$ cat src/ilist_pkg.sv
package ilist_pkg;

  localparam int CAPACITY  = 64;
  localparam int ELEM_BITS = 32;

  localparam int IDXW = (CAPACITY > 1) ? $clog2(CAPACITY) : 1;
  localparam int CNTW = $clog2(CAPACITY + 1);
  // common width for comparing the 7-bit input index against positions and the count
  localparam int CMPW = (CNTW > 7) ? CNTW : 7;

  // cells are reduced in groups of eight
  localparam int GRP   = 8;
  localparam int GJW   = 3;
  localparam int NGRP  = (CAPACITY + GRP - 1) / GRP;
  localparam int NPAD  = NGRP * GRP;
  localparam int GSELW = (NGRP > 1) ? $clog2(NGRP) : 1;

  typedef enum logic [2:0] {
    OP_READ   = 3'd0,
    OP_WRITE  = 3'd1,
    OP_INSERT = 3'd2,
    OP_REMOVE = 3'd3,
    OP_FIND   = 3'd4
  } op_e;

  typedef enum logic [1:0] {
    ST_OK      = 2'd0,
    ST_RANGE   = 2'd1,
    ST_FULL    = 2'd2,
    ST_MISSING = 2'd3
  } status_e;

  typedef struct packed {
    logic [2:0]  operation;
    logic [6:0]  element_index;
    logic [31:0] element_value;
  } in_item_t;

  typedef struct packed {
    logic [1:0]  status;
    logic [31:0] result_value;
    logic [5:0]  found_index;
    logic [6:0]  element_count;
  } out_item_t;

  // broadcast to every cell in the chain
  typedef struct packed {
    logic                 wr_en;
    logic                 ins_en;
    logic                 rem_en;
    logic [CMPW-1:0]      idx;
    logic [CMPW-1:0]      count;
    logic [ELEM_BITS-1:0] val;
  } cell_ctrl_t;

  typedef struct packed {
    logic                 found;
    logic [IDXW-1:0]      fidx;
    logic [ELEM_BITS-1:0] rd;
  } find_res_t;

endpackage

$ cat src/ilist_resolve.sv
module ilist_resolve (
  input  logic [ilist_pkg::NPAD-1:0]                       match_i,
  input  logic [ilist_pkg::NGRP-1:0][ilist_pkg::ELEM_BITS-1:0] rdg_i,
  output ilist_pkg::find_res_t                             res_o
);

  logic [ilist_pkg::NGRP-1:0]      grp_any;
  logic [ilist_pkg::GSELW-1:0]     gsel;
  logic [ilist_pkg::GRP-1:0]       gvec;
  logic [ilist_pkg::GJW-1:0]       jsel;
  logic [ilist_pkg::ELEM_BITS-1:0] rd_or;

  always_comb begin
    for (int g = 0; g < ilist_pkg::NGRP; g++) begin
      grp_any[g] = |match_i[g*ilist_pkg::GRP +: ilist_pkg::GRP];
    end
  end

  // lowest group with a hit, then lowest hit inside it
  always_comb begin
    gsel = '0;
    for (int g = ilist_pkg::NGRP - 1; g >= 0; g--) begin
      if (grp_any[g]) begin
        gsel = ilist_pkg::GSELW'(g);
      end
    end
  end

  assign gvec = match_i[gsel*ilist_pkg::GRP +: ilist_pkg::GRP];

  always_comb begin
    jsel = '0;
    for (int j = ilist_pkg::GRP - 1; j >= 0; j--) begin
      if (gvec[j]) begin
        jsel = ilist_pkg::GJW'(j);
      end
    end
  end

  always_comb begin
    rd_or = '0;
    for (int g = 0; g < ilist_pkg::NGRP; g++) begin
      rd_or = rd_or | rdg_i[g];
    end
  end

  assign res_o.found = |grp_any;
  assign res_o.fidx  = ilist_pkg::IDXW'({gsel, jsel});
  assign res_o.rd    = rd_or;

endmodule

$ cat config.mk
export PLATFORM = sky130hd
export DESIGN_NAME = ilist_resolve
export DESIGN_NICKNAME = d
export VERILOG_FILES = /design/src/ilist_pkg.sv /design/src/ilist_resolve.sv
export SDC_FILE = /design/constraint.sdc
export NUM_CORES = 1
export LEC_CHECK = 0
export BUFFER_PORTS_ARGS = -buffer_cell sky130_fd_sc_hd__buf_2
export CAP_MARGIN = 10
export CORE_AREA = 2 2 139 141
export DETAILED_ROUTE_END_ITERATION = 8
export DIE_AREA = 0 0 141 143
export GPL_ROUTABILITY_DRIVEN = 0
export PLACE_DENSITY_LB_ADDON = 0.3
export RECOVER_POWER = 25
export SLEW_MARGIN = 5
export SYNTH_ARGS = -nofsm -noshare
export SYNTH_HDL_FRONTEND = slang
export SYNTH_SLANG_ARGS = --single-unit
export TNS_END_PERCENT = 1
$ cat constraint.sdc
create_clock -name vclk -period 3.8
set_clock_uncertainty 0.15 [all_clocks]
set_input_delay 0.19 -clock vclk [all_inputs]
set_output_delay 0.19 -clock vclk [all_outputs]
set_load 0.05 [all_outputs]
==> flow_summary.ini <==
[logic_synthesis]
post_synth_xor_area_fraction = 0
yosys.area_share.simple = 0.666
netlist_area_um2 = 1440
synth.mux.area_fraction = 0.0286
synth_cell_type_count = 46
synth-seq-area-share = 0
postSynthNetCount = 538
syn-instance-count = 218
combinational_family_with_the_most_area_after_synthesis = simple AND/OR/NAND/NOR gates
synthesis.yosys.warnings = 0
average_size_of_a_mapped_cell_um2 = 6.62
post_synthesis_adder_cell_area_fraction = 0
synth_compound_area_frac = 0.264

[worst_setup_path]
timing.critical_path.max_delay_family = simple AND/OR/NAND/NOR gates
timing_worst_setup_path_type = primary input to output pin
worst_setup_path_end_kind = output pin
buffers_plus_inverters_on_the_worst_setup_path = 4
crit_path_max_incr_delay_ns = 0.67
crit_path_max_fanout = 7
path_depth = 12
crit_top_cell = sky130_fd_sc_hd__buf_2
crit_arrival_ns = 3.11
worstPathCellList = buf_2, or4_1, nor4_4, buf_4, a21boi_2, nand2b_1, inv_4, a221oi_1, mux2_1, nand2_1, nor4b_2, buf_2
standard_cell_with_the_maximum_stage_delay_on_the_critical_path = sky130_fd_sc_hd__or4_1
worstPathRequired_ns = 3.46
timing.critical_path.from_type = primary input

[route]
drt.antenna.violating_nets = 0
initialDrtViolationCount = 84
average_wire_per_cell_in_the_routed_design_um = 13.7
routed_wl_mm = 11.2
dr.pass1.iters = 4
route.detailed.vias_per_inst = 4.13
route.vias.total = 3389
drcViolationCount = 0

[cells_and_area]
most-common-layout-cells = sky130_fd_sc_hd__buf_2 (349), sky130_fd_sc_hd__nor4_1 (73), sky130_fd_sc_hd__nand2_1 (42)
final_net_count = 908
seqCellArea_um2 = 0
count_of_flip_flops_and_latches = 0
final_common_cell = sky130_fd_sc_hd__buf_2
layout.filler_cells = 2113
antenna_cells_inserted = 0
areaGrowthSynthToFinish_pct = 150
n_clock_buffer = 0
final_cell_area_um2 = 3610
drive_gt1_frac = 0.655

[timing]
hold_slack_ns = 0.627
setup-tns-final_ns = 0
worst_slack_ns = 0.354
finalCritPeriodShare = 0.907
worst-slew-pin-transition_ns = 0.603
max-slew-margin-rel = 0.600
timing.final.max_slew_violations = 0
finalSetupViolations = 0
timing_hold_violations_final = 0
max_clock_freq_mhz = 290
rsz0062_at_grt = false
finalCriticalPeriod_ns = 3.45

[power]
vdd_ir_drop_max_v = 0.0000202
design_power_total_mw = 0.248
net-switching-power_mw = 0.103
static-leakage-power_nw = 1.74
seq_power_share = 0
cell_internal_pwr_mw = 0.145
power_per_cell_area_nw_per_um2 = 68.8
netSwitchingFraction = 0.416
combinational_group_share_of_total_power = 1.000
clock_power_share = 0

[die]
chipHeight_um = 143
placement_rows = 50
overall_die_width_um = 141
total_i_o_pin_count = 359
design.die.area_um2 = 20200
start_util = 0.0776
coreArea_um2 = 18600

[hold_path]
holdPathStages = 4
hp-class = primary input to output pin

[global_routing]
grt_first_pass_wirelength_mm = 15.4
grt_max_degree = 23
groute.usage.overall = 0.0976
number_of_global_route_vias_before_repair = 3104
grt_remaining_overflow = 0
grt_antenna_before_repair = 2

[placement]
hpwlAfterDp_mm = 10.8
placement.io_buffers = 359
detailedPlace.worstSlack_ns = 0.347
postPlaceCellArea_um2 = 3620

[cts]
cts_hold_repair.buffers = 0
cts.repair.resized = 0
cts_setup_buffers = 0

[flow_run]
timing.max_cap.violations = 0

[outcome]
run_status = completed
## path summary, 6_finish.rpt
check                    from        end  slack [ns]
hold / removal     rdg_i[251]  res_o[27]        0.63
setup / recovery  match_i[21]  res_o[34]        0.35
## power groups by stage
stage	logic [mW]	clock network (mW)	registers, mW
floorplan	0.0526	0	0
global placement	0.249	0	0
detailed placement	0.251	0	0
CTS	0.251	0	0
global route	0.271	0	0
finish	0.248	0	0
## routing by layer
layer,vias up,part of all wire,GRT usage
met1,1460,0.32,0.0916
met4,2,0.011,0.00895
met3,12,0.094,0.0134
met5,-,0.0012,0
met2,238,0.57,0.223
li1,1677,-,-
## cell type report
| type | instances | area (um2) | area share |
|---|---|---|---|
| repair buffers | 372 | 1900 | 0.526 |
| inverters | 6 | 27.5 | 0.00763 |
| multi-input cells | 208 | 1390 | 0.385 |
| well taps | 234 | 293 | 0.0812 |
## synth_stat cells, types with 4 or more instances
cell	number	area (um2)
sky130_fd_sc_hd__nand2_1	42	158
sky130_fd_sc_hd__a21o_1	4	30.0
sky130_fd_sc_hd__or4_1	6	45.0
sky130_fd_sc_hd__nand4_1	6	37.5
sky130_fd_sc_hd__o21ai_0	4	20.0
sky130_fd_sc_hd__nor4_1	73	457
sky130_fd_sc_hd__or4_4	4	45.0
sky130_fd_sc_hd__a21oi_1	15	75.1
sky130_fd_sc_hd__nand3_1	4	20.0
sky130_fd_sc_hd__inv_1	4	15.0
## kinds of logic after synthesis
family                 count (synthesis)
AOI/OAI and AO/OA                     49
buffers and inverters                 10
muxes                                  4
and+or+nand+nor                      155
## metrics by stage
stage | std cells | util
6_report | 820 | 0.194
5_1_grt | 820 | 0.194
4_1_cts | 820 | 0.195
3_5_place_dp | 820 | 0.195
3_3_place_gp | 820 | 0.195
2_1_floorplan | 218 | -
(Power assumes the default switching activity.)
