## config.mk

```make
export PLATFORM = sky130hd
export DESIGN_NAME = ilist_cell
export DESIGN_NICKNAME = d
export VERILOG_FILES = /design/src/ilist_pkg.sv /design/src/ilist_cell.sv
export SDC_FILE = /design/constraint.sdc
export NUM_CORES = 1
export LEC_CHECK = 0
export ABC_AREA = 1
export BUFFER_PORTS_ARGS = -buffer_cell sky130_fd_sc_hd__buf_2
export CAP_MARGIN = 0
export CORE_ASPECT_RATIO = 0.7
export CORE_MARGIN = 3
export CORE_UTILIZATION = 42
export DETAILED_ROUTE_END_ITERATION = 8
export HOLD_SLACK_MARGIN = 0.1
export PLACE_DENSITY = 0.87
export SLEW_MARGIN = 40
export SYNTH_ARGS = -nofsm -noshare
export SYNTH_HDL_FRONTEND = slang
export SYNTH_SLANG_ARGS = --single-unit
```

## constraint.sdc

```tcl
create_clock -name clk_i -period 2.3 [get_ports clk_i]
set_input_delay 0.345 -clock clk_i [delete_from_list [all_inputs] [get_ports clk_i]]
set_output_delay 0.345 -clock clk_i [all_outputs]
set_load 0.02 [all_outputs]
```

## src/ilist_pkg.sv

```systemverilog
package ilist_pkg;

  localparam int CAPACITY  = 64;
  localparam int ELEM_BITS = 32;

  localparam int IDXW = (CAPACITY > 1) ? $clog2(CAPACITY) : 1;
  localparam int CNTW = $clog2(CAPACITY + 1);
  // common width for comparing the 7-bit input index against positions and the count
  localparam int CMPW = (CNTW > 7) ? CNTW : 7;

  // cells are reduced in groups of eight
  localparam int GRP   = 8;
  localparam int GJW   = 3;
  localparam int NGRP  = (CAPACITY + GRP - 1) / GRP;
  localparam int NPAD  = NGRP * GRP;
  localparam int GSELW = (NGRP > 1) ? $clog2(NGRP) : 1;

  typedef enum logic [2:0] {
    OP_READ   = 3'd0,
    OP_WRITE  = 3'd1,
    OP_INSERT = 3'd2,
    OP_REMOVE = 3'd3,
    OP_FIND   = 3'd4
  } op_e;

  typedef enum logic [1:0] {
    ST_OK      = 2'd0,
    ST_RANGE   = 2'd1,
    ST_FULL    = 2'd2,
    ST_MISSING = 2'd3
  } status_e;

  typedef struct packed {
    logic [2:0]  operation;
    logic [6:0]  element_index;
    logic [31:0] element_value;
  } in_item_t;

  typedef struct packed {
    logic [1:0]  status;
    logic [31:0] result_value;
    logic [5:0]  found_index;
    logic [6:0]  element_count;
  } out_item_t;

  // broadcast to every cell in the chain
  typedef struct packed {
    logic                 wr_en;
    logic                 ins_en;
    logic                 rem_en;
    logic [CMPW-1:0]      idx;
    logic [CMPW-1:0]      count;
    logic [ELEM_BITS-1:0] val;
  } cell_ctrl_t;

  typedef struct packed {
    logic                 found;
    logic [IDXW-1:0]      fidx;
    logic [ELEM_BITS-1:0] rd;
  } find_res_t;

endpackage

```

## src/ilist_cell.sv

```systemverilog
module ilist_cell (
  input  logic                           clk_i,
  input  logic [ilist_pkg::IDXW-1:0]     pos_i,
  input  ilist_pkg::cell_ctrl_t          ctrl_i,
  input  logic [ilist_pkg::ELEM_BITS-1:0] prev_i,
  input  logic [ilist_pkg::ELEM_BITS-1:0] next_i,
  output logic [ilist_pkg::ELEM_BITS-1:0] data_o,
  output logic                           match_o,
  output logic [ilist_pkg::ELEM_BITS-1:0] rd_o
);

  logic [ilist_pkg::ELEM_BITS-1:0] data_q, data_d;
  logic [ilist_pkg::CMPW-1:0]      pos_w;
  logic                            at_idx, above;

  assign pos_w  = ilist_pkg::CMPW'(pos_i);
  assign at_idx = (pos_w == ctrl_i.idx);
  assign above  = (pos_w > ctrl_i.idx);

  always_comb begin
    data_d = data_q;
    if (ctrl_i.wr_en && at_idx) begin
      data_d = ctrl_i.val;
    end else if (ctrl_i.ins_en) begin
      // open a gap at the index, move the tail up
      if (at_idx) begin
        data_d = ctrl_i.val;
      end else if (above) begin
        data_d = prev_i;
      end
    end else if (ctrl_i.rem_en && (at_idx || above)) begin
      data_d = next_i;
    end
  end

  always_ff @(posedge clk_i) begin
    data_q <= data_d;
  end

  assign data_o  = data_q;
  assign match_o = (pos_w < ctrl_i.count) && (data_q == ctrl_i.val);
  assign rd_o    = at_idx ? data_q : '0;

endmodule

```

==> results of run 1 <==
final timing paths:
check / startpoint / endpoint / slack [ps] / cells after the start
hold / removal: ctrl_i[1] / data_o[1]$_DFFE_PP_ / 400 / 3
setup / recovery: pos_i[5] / rd_o[7] / 230 / 8
cells by family (layout without fill, tap and decap cells):
logic type / Yosys count / in the layout / synth area share
AOI/OAI and AO/OA: 74 / 74 / 0.158
buffers and inverters: 112 / 291 / 0.146
DFF: 32 / 32 / 0.274
xor gates and xnor gates: 5 / 5 / 0.0125
adders and majority gates: 11 / 11 / 0.0393
and+or+nand+nor: 312 / 312 / 0.370
area by class of cell:
type	instances	area, µm²	area share
Clock buffer	6	129	0.0276
Clock inverter	2	35.0	0.00749
Inverter	89	334	0.0714
Multi-Input combinational cell	402	2030	0.435
Sequential cell	32	961	0.205
Tap cell	101	126	0.0270
Timing Repair Buffer	194	1060	0.226
power groups by stage:
stage / Combinational, mW / Clock, mW / Sequential, mW
2_1_floorplan: 0.340 / 0 / 0.861
3_3_place_gp: 0.691 / 0 / 0.788
3_5_place_dp: 0.701 / 0 / 0.788
4_1_cts: 0.703 / 0.772 / 0.778
5_1_grt: 0.790 / 0.801 / 0.789
6_report: 0.700 / 0.752 / 0.779
stage by stage:
step	setup WS (ps)	instances
floorplan	204	546
finish	229	826
CTS	232	826
global route	106	826
global placement	281	818
detailed placement	235	818
routing by layer:
layer  track usage  vias up  part of all wire
li1              -     2027                 -
met1         0.291     1676              0.46
met2         0.365      134              0.45
met3        0.0605        4             0.086
met4        0.0352        0            0.0061
met5             0        -                 0
cells in the mapped netlist (all sizes together):
cell,number,share of area
a21o,1,0.0021
xor2,1,0.0025
o211ai,8,0.029
ha,11,0.039
inv,89,0.095
nand4,2,0.0036
nor2,112,0.12
a21oi,35,0.059
xnor2,4,0.010
nand3,6,0.012
clkbuf,3,0.0032
o21ai,30,0.069
nand2,191,0.23
buf,20,0.048
edfxtp,32,0.27
or2,1,0.0018
worst max-delay path, cell delays in order:
cell,delay (ps)
buf_2,110
ha_1,290
nand2_1,80
nor2_4,170
nand2_4,180
buf_12,230
nor2_1,110
buf_2,170
placed cells by master, fill, tap and decap left out, drive strengths merged:
cell type	count
buf	194
nand2	191
nor2	112
inv	89
a21oi	35
edfxtp	32
o21ai	30
ha	11
o211ai	8
nand3	6
clkbuf	6
xnor2	4
nand4	2
a21o	1
or2	1
xor2	1
bufinv	1
clkinv	1
==> out/results.ini, run 1 <==
[global_route]
track_usage=0.219
first_global_vias=3439
grt_antenna_before_repair=0
grt_max_degree=65
grt-ovfl-total=0
grt_pass1_wl_mm=16.4

[timing]
rsz0062_at_grt=false
hold_slack_ps=397
tns_ps=0
hold_viol_final=0
setup_viol=0
tightest_slew_ps=315
fmax_mhz=483
slew_headroom=0.790
post-route-period-util=0.901
period_minus_slack_ps=2070
maxSlewViolCount=0

[clocking]
htreeDepth=2
clockRootBuffer=clkbuf_16
ctsResizeCount=0
cts_tree=built
cts.clk_slew.worst_paths_ps=60
clock_sinks=32
cts_buffers=5
clockBufferDepth=2
cts_hold_buf=0
post-cts-setup-buffer-count=0

[routing]
vias=3841
avgRoutedWirePerCell_um=12.9
drc=0
first_pass_iters=4
drt-initial-drc-count=333
via_per_inst=4.65
postRouteWirelength_mm=10.7
ant_nets=0

[worst_setup_path]
cp_max_fo=32
cp_data_arrival_time_ps=1730
setup.worst_path.class=primary input to output pin
critPathRequiredTime_ps=1960
crit_path_end_kind=output pin
cp-start-kind=primary input

[power_and_ir_drop]
p_switching_mw=0.722
power_density_nw_per_um2=477
p_seq_frac=0.349
p_comb_frac=0.314
peakVddDrop_uv=280
power.total_mw=2.23
p_clk_frac=0.337
intPower_mw=1.51
swShare=0.323
power.leakage_nw=2.86

[die]
die_h_um=82.4
start_util=0.440
dieArea_um2=9490
fp.dieW_um=115
core_um2=7970
num_io_pins=185
num_rows=27

[final_layout]
fillCellCount=760
largest_reg_flops=32
layout.nets=855
syn_to_final_growth_pct=33.5
finalInstanceArea_um2=4680
drive_above_1_share=0.382
antennaDiodeCount=0
fin_util=0.587

[status]
status=finished, final reports clean

[placed_design]
hpwlAfterDp_mm=8.63
routabilityCongestion=0.844
io_buffers=184
placedInstanceArea_um2=4510

[flow_run]
drv_cap=0

[worst_hold_path]
min_path_type=primary input to flop

[synthesis]
synthesis.nets=677
syn_inst=546
synth.distinct_cells=24
syn_avg_cell_area_um2=6.42
synth_area_um2=3500
ys_seq_area_frac=0.274
ys_warn_count=0
synth-seq-cells=32

Power figures use the tool's default switching activity.
==> run 2, diff against run 1 <==
CORE_ASPECT_RATIO = 0.6   (was 0.7)
PLACE_DENSITY = default   (was 0.87)
PLACE_DENSITY_LB_ADDON = 0.15   (was default)
==> run 2 against run 1 <==
Critical path depth did not move. First-iteration DRC count shrank 31%. Combinational power increased by 0.7%. Sequential power about the same. Clock-buffer cell count unchanged. Sequential cell count unchanged. Global-route usage up 1.1 points. Total power grew 0.49%. Non-clock buffer count decreased by 1. Wire length rose by 5.7%. Fmax decreased by 1.7%. Core utilization about the same. Critical path type unchanged. Critical endpoint unchanged.
==> out/results.ini, run 2 (same netlist as run 1, synthesis figures left out) <==
[worst_setup_path]
cp-start-kind=primary input
slowest_stage=ha_1
crit_path_end_kind=output pin
cp_data_arrival_time_ps=1760  ; +30 ps
setup.worst_path.class=primary input to output pin
cp_cell_sequence=buf_2, ha_1, nand2_1, nor2_4, nand2_4, buf_12, nor2_1, buf_2
slowest_delay_ps=310  ; +20 ps
cp_max_fo=27  ; -16%
cp_common_cell=buf_2
critPathRequiredTime_ps=1960  ; about the same

[status]
status=finished, final reports clean

[power_and_ir_drop]
power.leakage_nw=2.85  ; -0.18%
p_comb_frac=0.314  ; about the same
power.total_mw=2.24  ; +0.49%
intPower_mw=1.51  ; about the same
p_switching_mw=0.733  ; +1.6%
p_clk_frac=0.338  ; about the same
swShare=0.327  ; +0.00352
p_seq_frac=0.348  ; about the same
power_density_nw_per_um2=479  ; +0.46%
peakVddDrop_uv=251  ; -10%

[clocking]
ctsResizeCount=0  ; unchanged
clockRootBuffer=clkbuf_16
cts_hold_buf=0  ; unchanged
post-cts-setup-buffer-count=0  ; unchanged
cts_tree=built
cts.clk_slew.worst_paths_ps=60  ; about the same
clockBufferDepth=2  ; unchanged
htreeDepth=2  ; unchanged
clock_sinks=32  ; unchanged
cts_buffers=5  ; unchanged

[timing]
slew_headroom=0.709  ; -0.0810
maxSlewViolCount=0  ; unchanged
tns_ps=0  ; unchanged
setup_slack_ps=192  ; -36.5 ps
hold_slack_ps=383  ; -14.2 ps
period_minus_slack_ps=2110  ; +36.5 ps
setup_viol=0  ; unchanged
fmax_mhz=474  ; -1.7%
post-route-period-util=0.917  ; +0.0159
rsz0062_at_grt=false
hold_viol_final=0  ; unchanged
tightest_slew_ps=436  ; +122 ps

[global_route]
grt_pass1_wl_mm=17.6  ; +7.1%
grt-ovfl-total=0  ; unchanged
grt_max_degree=65  ; unchanged
grt_antenna_before_repair=0  ; unchanged
track_usage=0.231  ; +0.0115
first_global_vias=3675  ; +6.9%

[die]
core_um2=7980  ; about the same
fp.dieW_um=124  ; +7.6%
start_util=0.439  ; about the same
num_rows=25  ; -7.4%
num_io_pins=185  ; unchanged
die_h_um=76.8  ; -6.9%
dieArea_um2=9510  ; +0.20%

[worst_hold_path]
min_path_type=primary input to flop

[routing]
postRouteWirelength_mm=11.3  ; +5.7%
avgRoutedWirePerCell_um=13.6  ; +4.9%
drt-initial-drc-count=230  ; -31%
first_pass_iters=5  ; +1
via_per_inst=4.70  ; +1.1%
vias=3910  ; +1.8%
ant_nets=0  ; unchanged
drc=0  ; unchanged

[final_layout]
layout_common_cells=buf_2 (184), nand2_1 (159), nor2_1 (110)
fillCellCount=820  ; +7.9%
finalInstanceArea_um2=4680  ; about the same
layout.nets=854  ; -0.12%
drive_above_1_share=0.381  ; -0.000853
antennaDiodeCount=0  ; unchanged
syn_to_final_growth_pct=33.5  ; about the same
layout_commonest_cell=buf_2
largest_reg_flops=32  ; unchanged

[flow_run]
drv_cap=0  ; unchanged

[placed_design]
io_buffers=184  ; unchanged
hpwlAfterDp_mm=8.82  ; +2.2%
placedInstanceArea_um2=4510  ; about the same
pre_cts_slack_ps=204  ; -30.8 ps
routabilityCongestion=0.853  ; +1.0%

-- run 2: cell types whose count changed in the layout (fill, tap and decap cells not counted), sizes merged --
| cell | change |
|---|---|
| buf | -1 |
-- run 2: critical path: cells and delay by family --
kind | cells | cell delay [ps]
AND/OR/NAND/NOR | 4 | 550
buffers and inverters | 3 | 520
adder cells (fa/ha/maj) | 1 | 310
-- run 2: final cells by class --
type	instances	area (µm²)	share of cell area
clock buffer	6	129	0.0275
clock inverter	2	35.0	0.00749
inverter	89	334	0.0714
multi-input combinational	402	2030	0.435
sequential	32	961	0.205
tap	108	135	0.0289
timing repair buffer	193	1050	0.225
-- run 2: routing by layer --
metal  track usage  part of all wire  up-vias
li1              -                 -     2023
met2         0.371              0.44      172
met4        0.0426            0.0084        0
met5             0                 0        -
met1         0.328              0.46     1704
met3        0.0376             0.094       11
-- run 2: path summary, 6_finish.rpt --
path / slack (ps) / end / start / cells after the start
setup / recovery: 190 / rd_o[7] / pos_i[3] / 8
hold / removal: 380 / data_o[24]$_DFFE_PP_ / ctrl_i[24] / 3
-- run 2: metrics by stage --
step / utilization / instances
after CTS: 0.587 / 832
after global placement: 0.566 / 824
after global routing: 0.587 / 832
final: 0.587 / 832
after floorplan: - / 546
after detailed placement: 0.566 / 824
-- run 2: power groups by stage --
| stage | Clock, mW | Combinational [mW] | Sequential (mW) |
|---|---|---|---|
| after floorplan | 0 | 0.340 | 0.861 |
| after global placement | 0 | 0.693 | 0.789 |
| after detailed placement | 0 | 0.705 | 0.790 |
| after CTS | 0.772 | 0.708 | 0.780 |
| after global routing | 0.791 | 0.787 | 0.789 |
| final | 0.757 | 0.705 | 0.781 |
==> run 3, diff against run 2 <==
CORE_UTILIZATION = 46   (was 42)
clock period = 2.21 ns   (was 2.3 ns; I/O delays follow)
==> run 3 against run 2 <==
Clock power fell by 15%. Worst hold slack improved by 13 ps. Core utilization rose by 7.3 points. Non-clock buffer count is 1 lower. Combinational power rose by 3.7%. Highest routed layer unchanged. Worst setup slack better by 6.0 ps. Critical endpoint is now match_o. Critical path type is now flop to output pin. Cell count down 1.1%. Wire length is 4.1% lower. Clock-buffer cell count up 1. Sequential share of layout area increased by 0.20 points.
==> out/results.ini, run 3 (same netlist as run 1, synthesis figures left out) <==
[placed_design]
routabilityCongestion=0.844  ; -1.1%
hpwlAfterDp_mm=8.75  ; -0.75%
io_buffers=184  ; unchanged

[timing]
period_minus_slack_ps=2010
setup_viol=0  ; unchanged
maxSlewViolCount=0  ; unchanged
tns_ps=0  ; unchanged
post-route-period-util=0.910
slew_headroom=0.714  ; +0.00471
fmax_mhz=497
hold_slack_ps=396  ; +13.2 ps
hold_viol_final=0  ; unchanged
rsz0062_at_grt=false
tightest_slew_ps=429  ; -7.06 ps

[clocking]
clockRootBuffer=clkbuf_16
post-cts-setup-buffer-count=0  ; unchanged
cts.clk_slew.worst_paths_ps=50  ; about the same
ctsResizeCount=0  ; unchanged
cts_hold_buf=0  ; unchanged
clockBufferDepth=2  ; unchanged
htreeDepth=2  ; unchanged
clock_sinks=32  ; unchanged
cts_buffers=5  ; unchanged
cts_tree=built

[final_layout]
syn_to_final_growth_pct=32.2
antennaDiodeCount=0  ; unchanged
layout_common_cells=buf_2 (184), nand2_1 (159), nor2_1 (110)
fin_util=0.660  ; +0.0733
drive_above_1_share=0.378  ; -0.00362
layout_commonest_cell=buf_2
largest_reg_flops=32  ; unchanged
layout.nets=853  ; -0.12%

[worst_hold_path]
min_path_cells=3  ; unchanged
min_path_type=primary input to flop

[flow_run]
drv_cap=0  ; unchanged

[routing]
via_per_inst=4.81  ; +2.3%
drt-initial-drc-count=220  ; -4.3%
postRouteWirelength_mm=10.8  ; -4.1%
drc=0  ; unchanged
ant_nets=0  ; unchanged
avgRoutedWirePerCell_um=13.1  ; -3.1%
vias=3957  ; +1.2%
first_pass_iters=4  ; -1

[global_route]
first_global_vias=3625  ; -1.4%
grt-ovfl-total=0  ; unchanged
grt_max_degree=65  ; unchanged
track_usage=0.242  ; +0.0115
grt_pass1_wl_mm=16.9  ; -3.8%
grt_antenna_before_repair=0  ; unchanged

[die]
die_h_um=73.6  ; -4.1%
num_rows=23  ; -8.0%
start_util=0.499  ; +0.0597
core_um2=7020  ; -12%
dieArea_um2=8740  ; -8.2%
fp.dieW_um=119  ; -4.2%
num_io_pins=185  ; unchanged

[worst_setup_path]
crit_path_end_kind=output pin
cp_max_fo=3  ; -89%
cp_data_arrival_time_ps=1680  ; -80 ps
crit_path_start=data_o[17]$_DFFE_PP_
crit_end=match_o
setup.worst_path.class=flop to output pin
cp-start-kind=flop
critPathRequiredTime_ps=1880  ; -80 ps

[status]
status=finished, final reports clean

[power_and_ir_drop]
peakVddDrop_uv=340  ; +35%
power_density_nw_per_um2=472  ; -1.5%
power.total_mw=2.19  ; -2.4%
power.leakage_nw=2.83  ; -0.68%

-- run 3: changes by cell type in the layout (fill, tap and decap cells not counted), sizes merged --
cell	delta
buf	-1
bufinv	-1
clkbuf	+1
-- run 3: how the worst min path moves through the flow --
stage	from	end
final	ctrl_i[21]	data_o[21]$_DFFE_PP_
after CTS	ctrl_i[21]	data_o[21]$_DFFE_PP_
after detailed placement	ctrl_i[21]	data_o[21]$_DFFE_PP_
after floorplan	ctrl_i[11]	data_o[11]$_DFFE_PP_
after global routing	ctrl_i[1]	data_o[1]$_DFFE_PP_
after global placement	ctrl_i[24]	data_o[24]$_DFFE_PP_
-- run 3: layer usage --
layer / up-vias / wire length, µm / global-route usage
li1: 2021 / - / -
met1: 1736 / 4820 / 0.328
met2: 188 / 4890 / 0.404
met3: 12 / 991 / 0.0500
met4: 0 / 112 / 0.0565
met5: - / 0 / 0
-- run 3: power by group --
| part | switching [mW] | internal [mW] | total [mW] |
|---|---|---|---|
| clock | 0.229 | 0.413 | 0.642 |
| sequential | 0.0568 | 0.758 | 0.815 |
| combinational | 0.448 | 0.283 | 0.731 |
-- run 3: final cells by class --
class / instances / area, µm²
clock buffer: 7 / 133
clock inverter: 1 / 3.75
fill: 656 / 2390
inverter: 89 / 334
multi-input combinational: 402 / 2030
sequential: 32 / 961
tap: 100 / 125
timing repair buffer: 192 / 1040
-- run 3: critical path: stages, from the launching register on --
cell and delay [ps]:
edfxtp_1 430, inv_1 130, o21ai_0 120, nor2_1 120, nand2_1 50, nor2_1 170, nand3_1 100, nor2_1 90
buf_2 180
-- run 3: through the flow --
step / cells / area, µm² / setup slack, ps
2_1_floorplan: 546 / 3510 / 128
3_3_place_gp: 815 / 4500 / 268
3_5_place_dp: 815 / 4500 / 215
4_1_cts: 823 / 4630 / 210
5_1_grt: 823 / 4630 / 117
6_report: 823 / 4630 / 198
